<file path="config.mk">
export PLATFORM = sky130hd
export DESIGN_NAME = nearest_palette_color_l1
export DESIGN_NICKNAME = d
export VERILOG_FILES = /design/src/design/npc_pkg.sv /design/src/design/npc_front.sv /design/src/design/npc_fifo.sv /design/src/design/npc_back.sv /design/src/design/nearest_palette_color_l1.sv
export SDC_FILE = /design/constraint.sdc
export NUM_CORES = 2
export LEC_CHECK = 0
export BUFFER_PORTS_ARGS = -buffer_cell sky130_fd_sc_hd__clkbuf_2
export CORE_MARGIN = 3
export CORE_UTILIZATION = 46
export CTS_CLUSTER_DIAMETER = 40
export DETAILED_ROUTE_END_ITERATION = 10
export SKIP_CTS_REPAIR_TIMING = 1
export SYNTH_ARGS = -nofsm -noshare
export SYNTH_HDL_FRONTEND = slang
export SYNTH_SLANG_ARGS = --single-unit
</file>
<file path="constraint.sdc">
create_clock -name clk -period 10.4 [get_ports clk]
set_input_delay 2.08 -clock clk [delete_from_list [all_inputs] [get_ports clk]]
set_output_delay 2.08 -clock clk [all_outputs]
set_load 0.02 [all_outputs]
</file>
<file path="src/design/npc_pkg.sv">
// Shared types, palette table and helper functions for the nearest palette color block.
package npc_pkg;

	localparam int SLOTS  = 16;
	localparam int IDX_W  = $clog2(SLOTS);
	localparam int DIST_W = 10;
	localparam int KEY_W  = DIST_W + 1;
	localparam int GRP_W  = 2;
	localparam int MASK_W = 4;

	localparam logic [MASK_W-1:0] MASK_RESET = 4'hF;

	localparam logic [GRP_W-1:0] GRP_FROST  = 2'd0;
	localparam logic [GRP_W-1:0] GRP_POLAR  = 2'd1;
	localparam logic [GRP_W-1:0] GRP_SNOW   = 2'd2;
	localparam logic [GRP_W-1:0] GRP_AURORA = 2'd3;

	typedef struct packed {
		logic [7:0] r;
		logic [7:0] g;
		logic [7:0] b;
	} rgb_t;

	// distances of one pixel to every table color, with the mask in force
	typedef struct packed {
		logic [MASK_W-1:0]            mask;
		logic [SLOTS-1:0][DIST_W-1:0] l1;
	} npc_item_t;

	// key is {disabled, distance}; a disabled entry loses to every enabled one
	typedef struct packed {
		logic [KEY_W-1:0] key;
		logic [IDX_W-1:0] idx;
	} npc_cand_t;

	function automatic rgb_t pal_color(input logic [IDX_W-1:0] idx);
		rgb_t c;
		case (idx)
			4'd0:    c = '{8'd143, 8'd188, 8'd187};
			4'd1:    c = '{8'd136, 8'd192, 8'd208};
			4'd2:    c = '{8'd129, 8'd161, 8'd193};
			4'd3:    c = '{8'd94,  8'd129, 8'd172};
			4'd4:    c = '{8'd46,  8'd52,  8'd64};
			4'd5:    c = '{8'd59,  8'd66,  8'd82};
			4'd6:    c = '{8'd67,  8'd76,  8'd94};
			4'd7:    c = '{8'd76,  8'd86,  8'd106};
			4'd8:    c = '{8'd216, 8'd222, 8'd233};
			4'd9:    c = '{8'd229, 8'd233, 8'd240};
			4'd10:   c = '{8'd236, 8'd239, 8'd244};
			4'd11:   c = '{8'd191, 8'd97,  8'd106};
			4'd12:   c = '{8'd208, 8'd135, 8'd112};
			4'd13:   c = '{8'd235, 8'd203, 8'd139};
			4'd14:   c = '{8'd163, 8'd190, 8'd140};
			default: c = '{8'd180, 8'd142, 8'd173};
		endcase
		return c;
	endfunction

	function automatic logic [GRP_W-1:0] group_of(input logic [IDX_W-1:0] idx);
		logic [GRP_W-1:0] g;
		if (idx < 4'd4)
			g = GRP_FROST;
		else if (idx < 4'd8)
			g = GRP_POLAR;
		else if (idx < 4'd11)
			g = GRP_SNOW;
		else
			g = GRP_AURORA;
		return g;
	endfunction

	function automatic logic [IDX_W-1:0] group_first(input logic [GRP_W-1:0] grp);
		logic [IDX_W-1:0] f;
		case (grp)
			GRP_FROST:  f = 4'd0;
			GRP_POLAR:  f = 4'd4;
			GRP_SNOW:   f = 4'd8;
			default:    f = 4'd11;
		endcase
		return f;
	endfunction

	function automatic logic [7:0] abs_diff(input logic [7:0] a, input logic [7:0] b);
		return (a > b) ? (a - b) : (b - a);
	endfunction

	// keep the earlier candidate on a tie
	function automatic npc_cand_t pick(input npc_cand_t a, input npc_cand_t b);
		return (b.key < a.key) ? b : a;
	endfunction

endpackage

</file>
<file path="src/design/npc_front.sv">
// Front end: accepts pixels and registers their L1 distances to all table colors.
module npc_front (
	input  logic                      clk,
	input  logic                      arst_n,
	input  logic                      in_valid,
	output logic                      in_ready,
	input  logic [7:0]                pixel_red,
	input  logic [7:0]                pixel_green,
	input  logic [7:0]                pixel_blue,
	input  logic [npc_pkg::MASK_W-1:0] mask,
	output logic                      item_valid,
	input  logic                      item_ready,
	output npc_pkg::npc_item_t        item
);
	import npc_pkg::*;

	logic      valid_s1;
	npc_item_t item_s1;
	npc_item_t item_d;
	logic      load;

	always_comb begin
		rgb_t c;
		item_d.mask = mask;
		for (int i = 0; i < SLOTS; i++) begin
			c = pal_color(IDX_W'(i));
			item_d.l1[i] = DIST_W'(abs_diff(pixel_red, c.r))
				+ DIST_W'(abs_diff(pixel_green, c.g))
				+ DIST_W'(abs_diff(pixel_blue, c.b));
		end
	end

	assign load       = !valid_s1 || item_ready;
	assign in_ready   = load;
	assign item_valid = valid_s1;
	assign item       = item_s1;

	always_ff @(posedge clk or negedge arst_n) begin
		if (!arst_n) begin
			valid_s1 <= 1'b0;
		end else if (load) begin
			valid_s1 <= in_valid;
		end
	end

	always_ff @(posedge clk) begin
		if (load && in_valid) begin
			item_s1 <= item_d;
		end
	end

endmodule

</file>
<file path="src/design/npc_fifo.sv">
// Two-entry queue that decouples the distance front end from the selection back end.
module npc_fifo (
	input  logic               clk,
	input  logic               arst_n,
	input  logic               push_valid,
	output logic               push_ready,
	input  npc_pkg::npc_item_t push_data,
	output logic               pop_valid,
	input  logic               pop_ready,
	output npc_pkg::npc_item_t pop_data
);
	import npc_pkg::*;

	npc_item_t  mem_q [2];
	logic       wr_ptr_q;
	logic       rd_ptr_q;
	logic [1:0] count_q;
	logic       push;
	logic       pop;

	assign push_ready = (count_q != 2'd2);
	assign pop_valid  = (count_q != 2'd0);
	assign pop_data   = mem_q[rd_ptr_q];
	assign push       = push_valid && push_ready;
	assign pop        = pop_valid && pop_ready;

	always_ff @(posedge clk or negedge arst_n) begin
		if (!arst_n) begin
			wr_ptr_q <= 1'b0;
			rd_ptr_q <= 1'b0;
			count_q  <= 2'd0;
		end else begin
			if (push)
				wr_ptr_q <= !wr_ptr_q;
			if (pop)
				rd_ptr_q <= !rd_ptr_q;
			case ({push, pop})
				2'b10:   count_q <= count_q + 2'd1;
				2'b01:   count_q <= count_q - 2'd1;
				default: count_q <= count_q;
			endcase
		end
	end

	always_ff @(posedge clk) begin
		if (push) begin
			mem_q[wr_ptr_q] <= push_data;
		end
	end

endmodule

</file>
<file path="src/design/npc_back.sv">
// Back end: registered minimum tree over the distances, slot packing and color lookup.
module npc_back (
	input  logic               clk,
	input  logic               arst_n,
	input  logic               item_valid,
	output logic               item_ready,
	input  npc_pkg::npc_item_t item,
	output logic               out_valid,
	input  logic               out_ready,
	output logic [7:0]         out_red,
	output logic [7:0]         out_green,
	output logic [7:0]         out_blue,
	output logic [3:0]         color_slot
);
	import npc_pkg::*;

	logic                 advance;
	npc_cand_t            quad_d [4];
	npc_cand_t            quad_s1 [4];
	logic [MASK_W-1:0]    mask_s1;
	logic                 valid_s1;
	logic                 out_valid_q;
	rgb_t                 color_d;
	rgb_t                 color_q;
	logic [IDX_W-1:0]     slot_d;
	logic [IDX_W-1:0]     slot_q;

	// hold the whole back end while a result waits at the output
	assign advance    = !out_valid_q || out_ready;
	assign item_ready = advance;

	always_comb begin
		npc_cand_t c [SLOTS];
		npc_cand_t m0;
		npc_cand_t m1;
		for (int i = 0; i < SLOTS; i++) begin
			c[i].key = {!item.mask[group_of(IDX_W'(i))], item.l1[i]};
			c[i].idx = IDX_W'(i);
		end
		for (int q = 0; q < 4; q++) begin
			m0 = pick(c[4*q], c[4*q+1]);
			m1 = pick(c[4*q+2], c[4*q+3]);
			quad_d[q] = pick(m0, m1);
		end
	end

	always_comb begin
		npc_cand_t        w;
		logic [GRP_W-1:0] grp;
		logic [IDX_W:0]   base;
		w    = pick(pick(quad_s1[0], quad_s1[1]), pick(quad_s1[2], quad_s1[3]));
		grp  = group_of(w.idx);
		base = '0;
		// count the enabled entries of the groups packed ahead of the winner
		if (grp > GRP_FROST && mask_s1[GRP_FROST])
			base = base + (IDX_W+1)'(group_first(GRP_POLAR) - group_first(GRP_FROST));
		if (grp > GRP_POLAR && mask_s1[GRP_POLAR])
			base = base + (IDX_W+1)'(group_first(GRP_SNOW) - group_first(GRP_POLAR));
		if (grp > GRP_SNOW && mask_s1[GRP_SNOW])
			base = base + (IDX_W+1)'(group_first(GRP_AURORA) - group_first(GRP_SNOW));
		if (mask_s1 == '0) begin
			color_d = '0;
			slot_d  = '0;
		end else begin
			color_d = pal_color(w.idx);
			slot_d  = IDX_W'(base + (IDX_W+1)'(w.idx - group_first(grp)));
		end
	end

	always_ff @(posedge clk or negedge arst_n) begin
		if (!arst_n) begin
			valid_s1    <= 1'b0;
			out_valid_q <= 1'b0;
		end else if (advance) begin
			valid_s1    <= item_valid;
			out_valid_q <= valid_s1;
		end
	end

	always_ff @(posedge clk) begin
		if (advance) begin
			quad_s1 <= quad_d;
			mask_s1 <= item.mask;
			color_q <= color_d;
			slot_q  <= slot_d;
		end
	end

	assign out_valid  = out_valid_q;
	assign out_red    = color_q.r;
	assign out_green  = color_q.g;
	assign out_blue   = color_q.b;
	assign color_slot = slot_q;

endmodule

</file>
<file path="src/design/nearest_palette_color_l1.sv">
// Throughput: one pixel per cycle while out_ready holds, set by the 16 parallel
// distance units and the two-level registered minimum tree; a two-entry queue
// separates the front and back ends.
// Reset: arst_n clears the pipeline and queue and sets mask_q to all groups on.
// Top level of the nearest palette color block (Manhattan distance).
module nearest_palette_color_l1 (
	input  logic       clk,
	input  logic       arst_n,
	input  logic       cfg_valid,
	output logic       cfg_ready,
	input  logic [3:0] cfg_data,
	input  logic       in_valid,
	output logic       in_ready,
	input  logic [7:0] pixel_red,
	input  logic [7:0] pixel_green,
	input  logic [7:0] pixel_blue,
	output logic       out_valid,
	input  logic       out_ready,
	output logic [7:0] out_red,
	output logic [7:0] out_green,
	output logic [7:0] out_blue,
	output logic [3:0] color_slot
);
	import npc_pkg::*;

	logic [MASK_W-1:0] mask_q;
	logic              f_valid;
	logic              f_ready;
	npc_item_t         f_item;
	logic              b_valid;
	logic              b_ready;
	npc_item_t         b_item;

	assign cfg_ready = 1'b1;

	always_ff @(posedge clk or negedge arst_n) begin
		if (!arst_n) begin
			mask_q <= MASK_RESET;
		end else if (cfg_valid && cfg_ready) begin
			mask_q <= cfg_data;
		end
	end

	npc_front u_front (
		.clk         (clk),
		.arst_n      (arst_n),
		.in_valid    (in_valid),
		.in_ready    (in_ready),
		.pixel_red   (pixel_red),
		.pixel_green (pixel_green),
		.pixel_blue  (pixel_blue),
		.mask        (mask_q),
		.item_valid  (f_valid),
		.item_ready  (f_ready),
		.item        (f_item)
	);

	npc_fifo u_fifo (
		.clk        (clk),
		.arst_n     (arst_n),
		.push_valid (f_valid),
		.push_ready (f_ready),
		.push_data  (f_item),
		.pop_valid  (b_valid),
		.pop_ready  (b_ready),
		.pop_data   (b_item)
	);

	npc_back u_back (
		.clk        (clk),
		.arst_n     (arst_n),
		.item_valid (b_valid),
		.item_ready (b_ready),
		.item       (b_item),
		.out_valid  (out_valid),
		.out_ready  (out_ready),
		.out_red    (out_red),
		.out_green  (out_green),
		.out_blue   (out_blue),
		.color_slot (color_slot)
	);

endmodule

</file>
==> impl_metrics.json <==
{
  "die_h_um": 307,
  "static-leakage-power_nw": 18.9,
  "place_area_sq_um": 43100,
  "grt_pass1_wl_um": 183000,
  "ant_nets": 0,
  "cts_buffers": 76,
  "wl_um": 123000,
  "grtUsageTotal": 0.258,
  "relSlewSlack": 0.201,
  "antenna_found_initial": 8,
  "p_switching_w": 0.00790,
  "fillerInstances": 8025,
  "p_comb_frac": 0.589,
  "critPathRequiredTime_ps": 10760,
  "drc_errors": 0,
  "synth-seq-area-share": 0.400,
  "clock_path_buffers": 3,
  "synth_edf_count": 546,
  "drv_slew": 0,
  "path_clk_slew_ps": 50,
  "cts-root-buf": "clkbuf_16",
  "p_sw_frac": 0.438,
  "fmax_mhz": 136,
  "rows": 109,
  "grt_start_max_net_pins": 86,
  "syn2layout_area_growth_pct": 9.87,
  "power_density_nw_per_um2": 394,
  "dr.pass1.iters": 5,
  "first_global_vias": 28600,
  "cp-start-kind": "input pin",
  "hold_violations": 0,
  "synth_compound_area_frac": 0.157,
  "dp_hpwl_um": 95100,
  "worst-path-buf-inv": 3,
  "critPathMaxStageDelay_ps": 830,
  "cts_sinks": 557,
  "synth_simple_gate_area_frac": 0.0699,
  "p_total_w": 0.0180,
  "routabilityCongestion": 0.993,
  "crit_fanout": 18,
  "syn_nets": 4541,
  "syn_area_sq_um": 41600,
  "die_w_um": 307,
  "dieArea_sq_um": 94200,
  "synth_common_cells": "546 x edfxtp_1, 450 x ha_1, 419 x a21oi_1",
  "drt_iter0_drc": 2890,
  "vias_per_cell": 5.78,
  "arrival_ps": 7720,
  "synth_top_family_by_area": "compound AO/OA/AOI/OAI gates",
  "via_count": 30400,
  "yosys.area_share.adder": 0.152,
  "finalSetupViolations": 0,
  "path_cells": "clkbuf_2, clkinv_1, ha_1, nand2_1, o21ai_0, o21ai_0, ha_1, a21o_1, a21oi_1, xnor2_1, ha_1, inv_1, o21ai_0, a21o_1, a21o_1, a21o_1, a21oi_1, xor2_1",
  "crit_family": "compound AO/OA/AOI/OAI gates",
  "yosysTopAreaCellShare": 0.394,
  "period_minus_slack_ps": 7360,
  "core_area_sq_um": 89100,
  "synth-seq-cells": 557,
  "crit_top_cell": "a21o_1",
  "clock_latency_ps": 620,
  "synthMuxAreaShare": 0.0810,
  "final.setup.tns_ps": 0,
  "hold_class": "reg2reg",
  "p_seq_frac": 0.263,
  "cts_tree": "done",
  "status": "finished, final reports clean",
  "synth.most_common_cell": "edfxtp_1",
  "p_clk_frac": 0.148,
  "worst_setup_path_end_kind": "register",
  "numPortBuffers": 62,
  "synth_top_area_cell": "edfxtp_1",
  "fin_area_sq_um": 45800,
  "layout.nets": 4548,
  "timing.reg2reg.setup_slack_ps": 3080,
  "htree_levels": 3,
  "postSynth.asyncResetShare": 0.0197,
  "overflow": 0,
  "cp_slowest_cell": "clkinv_1",
  "intPower_w": 0.0101,
  "io_pins": 64,
  "yosysWarnings": 0,
  "wire_per_inst_um": 23.4,
  "syn_avg_cell_area_sq_um": 10.4,
  "ys.flop_type": "edfxtp_1",
  "crit_type": "in2reg",
  "start_util": 0.468,
  "final_layout_size_suffix_gt1_frac": 0.0929,
  "final_core_util": 0.514,
  "synth.distinct_cells": 79,
  "drv_cap": 0,
  "syn_inst": 4023,
  "rsz0062_at_grt": "false",
  "synth_xor_xnor_area_share": 0.0965,
  "fin_crit_sh": 0.708,
  "synth.area.top_cells": "edfxtp_1 39%, ha_1 14%, xnor2_1 8.3%, a21oi_1 5.0%, mux2i_1 4.9%",
  "skew_ps": 40.7,
  "ir_drop_v": 0.000282,
  "max_slew.worst_pin.slew_ps": 1190
}
-- final cells by class --
cell class	count	area [sq um]	share of cell area
well taps	1165	1460	0.0319
repair buffers	107	648	0.0142
diodes	3	7.51	0.000164
multi-input cells	2992	23200	0.507
flip-flops and latches	557	16700	0.365
inverters	296	1110	0.0243
clock inverters	53	669	0.0146
clock buffers	87	2000	0.0436
-- final timing paths --
check                                             to  cells past startpoint               start
worst max-delay path                u_front.item[28]                     18        pixel_red[4]
worst min-delay path             u_fifo.mem_q[0][75]                      0    u_front.item[75]
worst max register to register  u_back.color_slot[3]                     25  u_back.quad_s1[10]
worst min register to register   u_fifo.mem_q[0][75]                      0    u_front.item[75]
max in group asynchronous                  mask_q[2]                      1              arst_n
min in group asynchronous           u_back.out_valid                      1              arst_n
-- through the flow --
| stage | hold WS (ps) | instances | setup slack [ps] |
|---|---|---|---|
| after CTS | 401 | 5257 | 3070 |
| after global routing | 415 | 5257 | 2490 |
| final | 407 | 5260 | 3040 |
| after detailed placement | 430 | 5117 | 2560 |
| after floorplan | 421 | 4023 | 2720 |
| after global placement | 422 | 5117 | 2630 |
-- logic make-up (layout without fill, tap and decap cells) --
family,Yosys count,in the layout
AO/OA/AOI/OAI,1067,1067
XOR/XNOR,459,459
adder cells (fa/ha/maj),485,485
buffers and inverters,474,543
flip-flops,557,557
multiplexers,322,322
other,1,4
AND/OR/NAND/NOR,658,658
-- power groups by stage --
stage               sequential [W]  clock [W]  combinational (W)
floorplan                  0.00470          0            0.00786
global placement           0.00476          0             0.0105
detailed placement         0.00480          0             0.0106
CTS                        0.00476    0.00273             0.0106
global route               0.00484    0.00284             0.0119
finish                     0.00474    0.00267             0.0106
-- metal layers --
layer | track usage | up-vias | wire (um)
met5 | 0 | - | 48
met4 | 0.107 | 8 | 5820
met3 | 0.0399 | 249 | 8900
met2 | 0.406 | 1182 | 54500
met1 | 0.357 | 14400 | 54000
li1 | - | 14500 | -
-- sequential cells by signal (all words and copies together) (netlist names) --
name and count:
u_back.out_blue 8, u_back.out_green 8, u_back.valid_s1 1, u_fifo.mem_q 308, u_fifo.count_q 2, u_front.item_valid 1, u_fifo.rd_ptr_q 1, u_fifo.wr_ptr_q 1
u_front.item 154, u_back.quad_s1 52, u_back.mask_s1 4, u_back.out_valid 1, mask_q 4, u_back.out_red 8, u_back.color_slot 4
-- layout by cell type, fill, tap and decap left out, types with 51 or more instances in the layout --
cell,count
edfxtp_1,546
ha_1,450
a21oi_1,419
xnor2_1,394
inv_1,275
nand2_1,236
nor2_1,219
mux2i_1,203
o21ai_0,162
a21o_1,142
mux2_2,114
o21bai_1,87
clkbuf_16,78
xor2_1,65
clkbuf_2,62
nand3_1,55
nor2b_1,52
o21ai_1,51
Power figures use the tool's default switching activity.
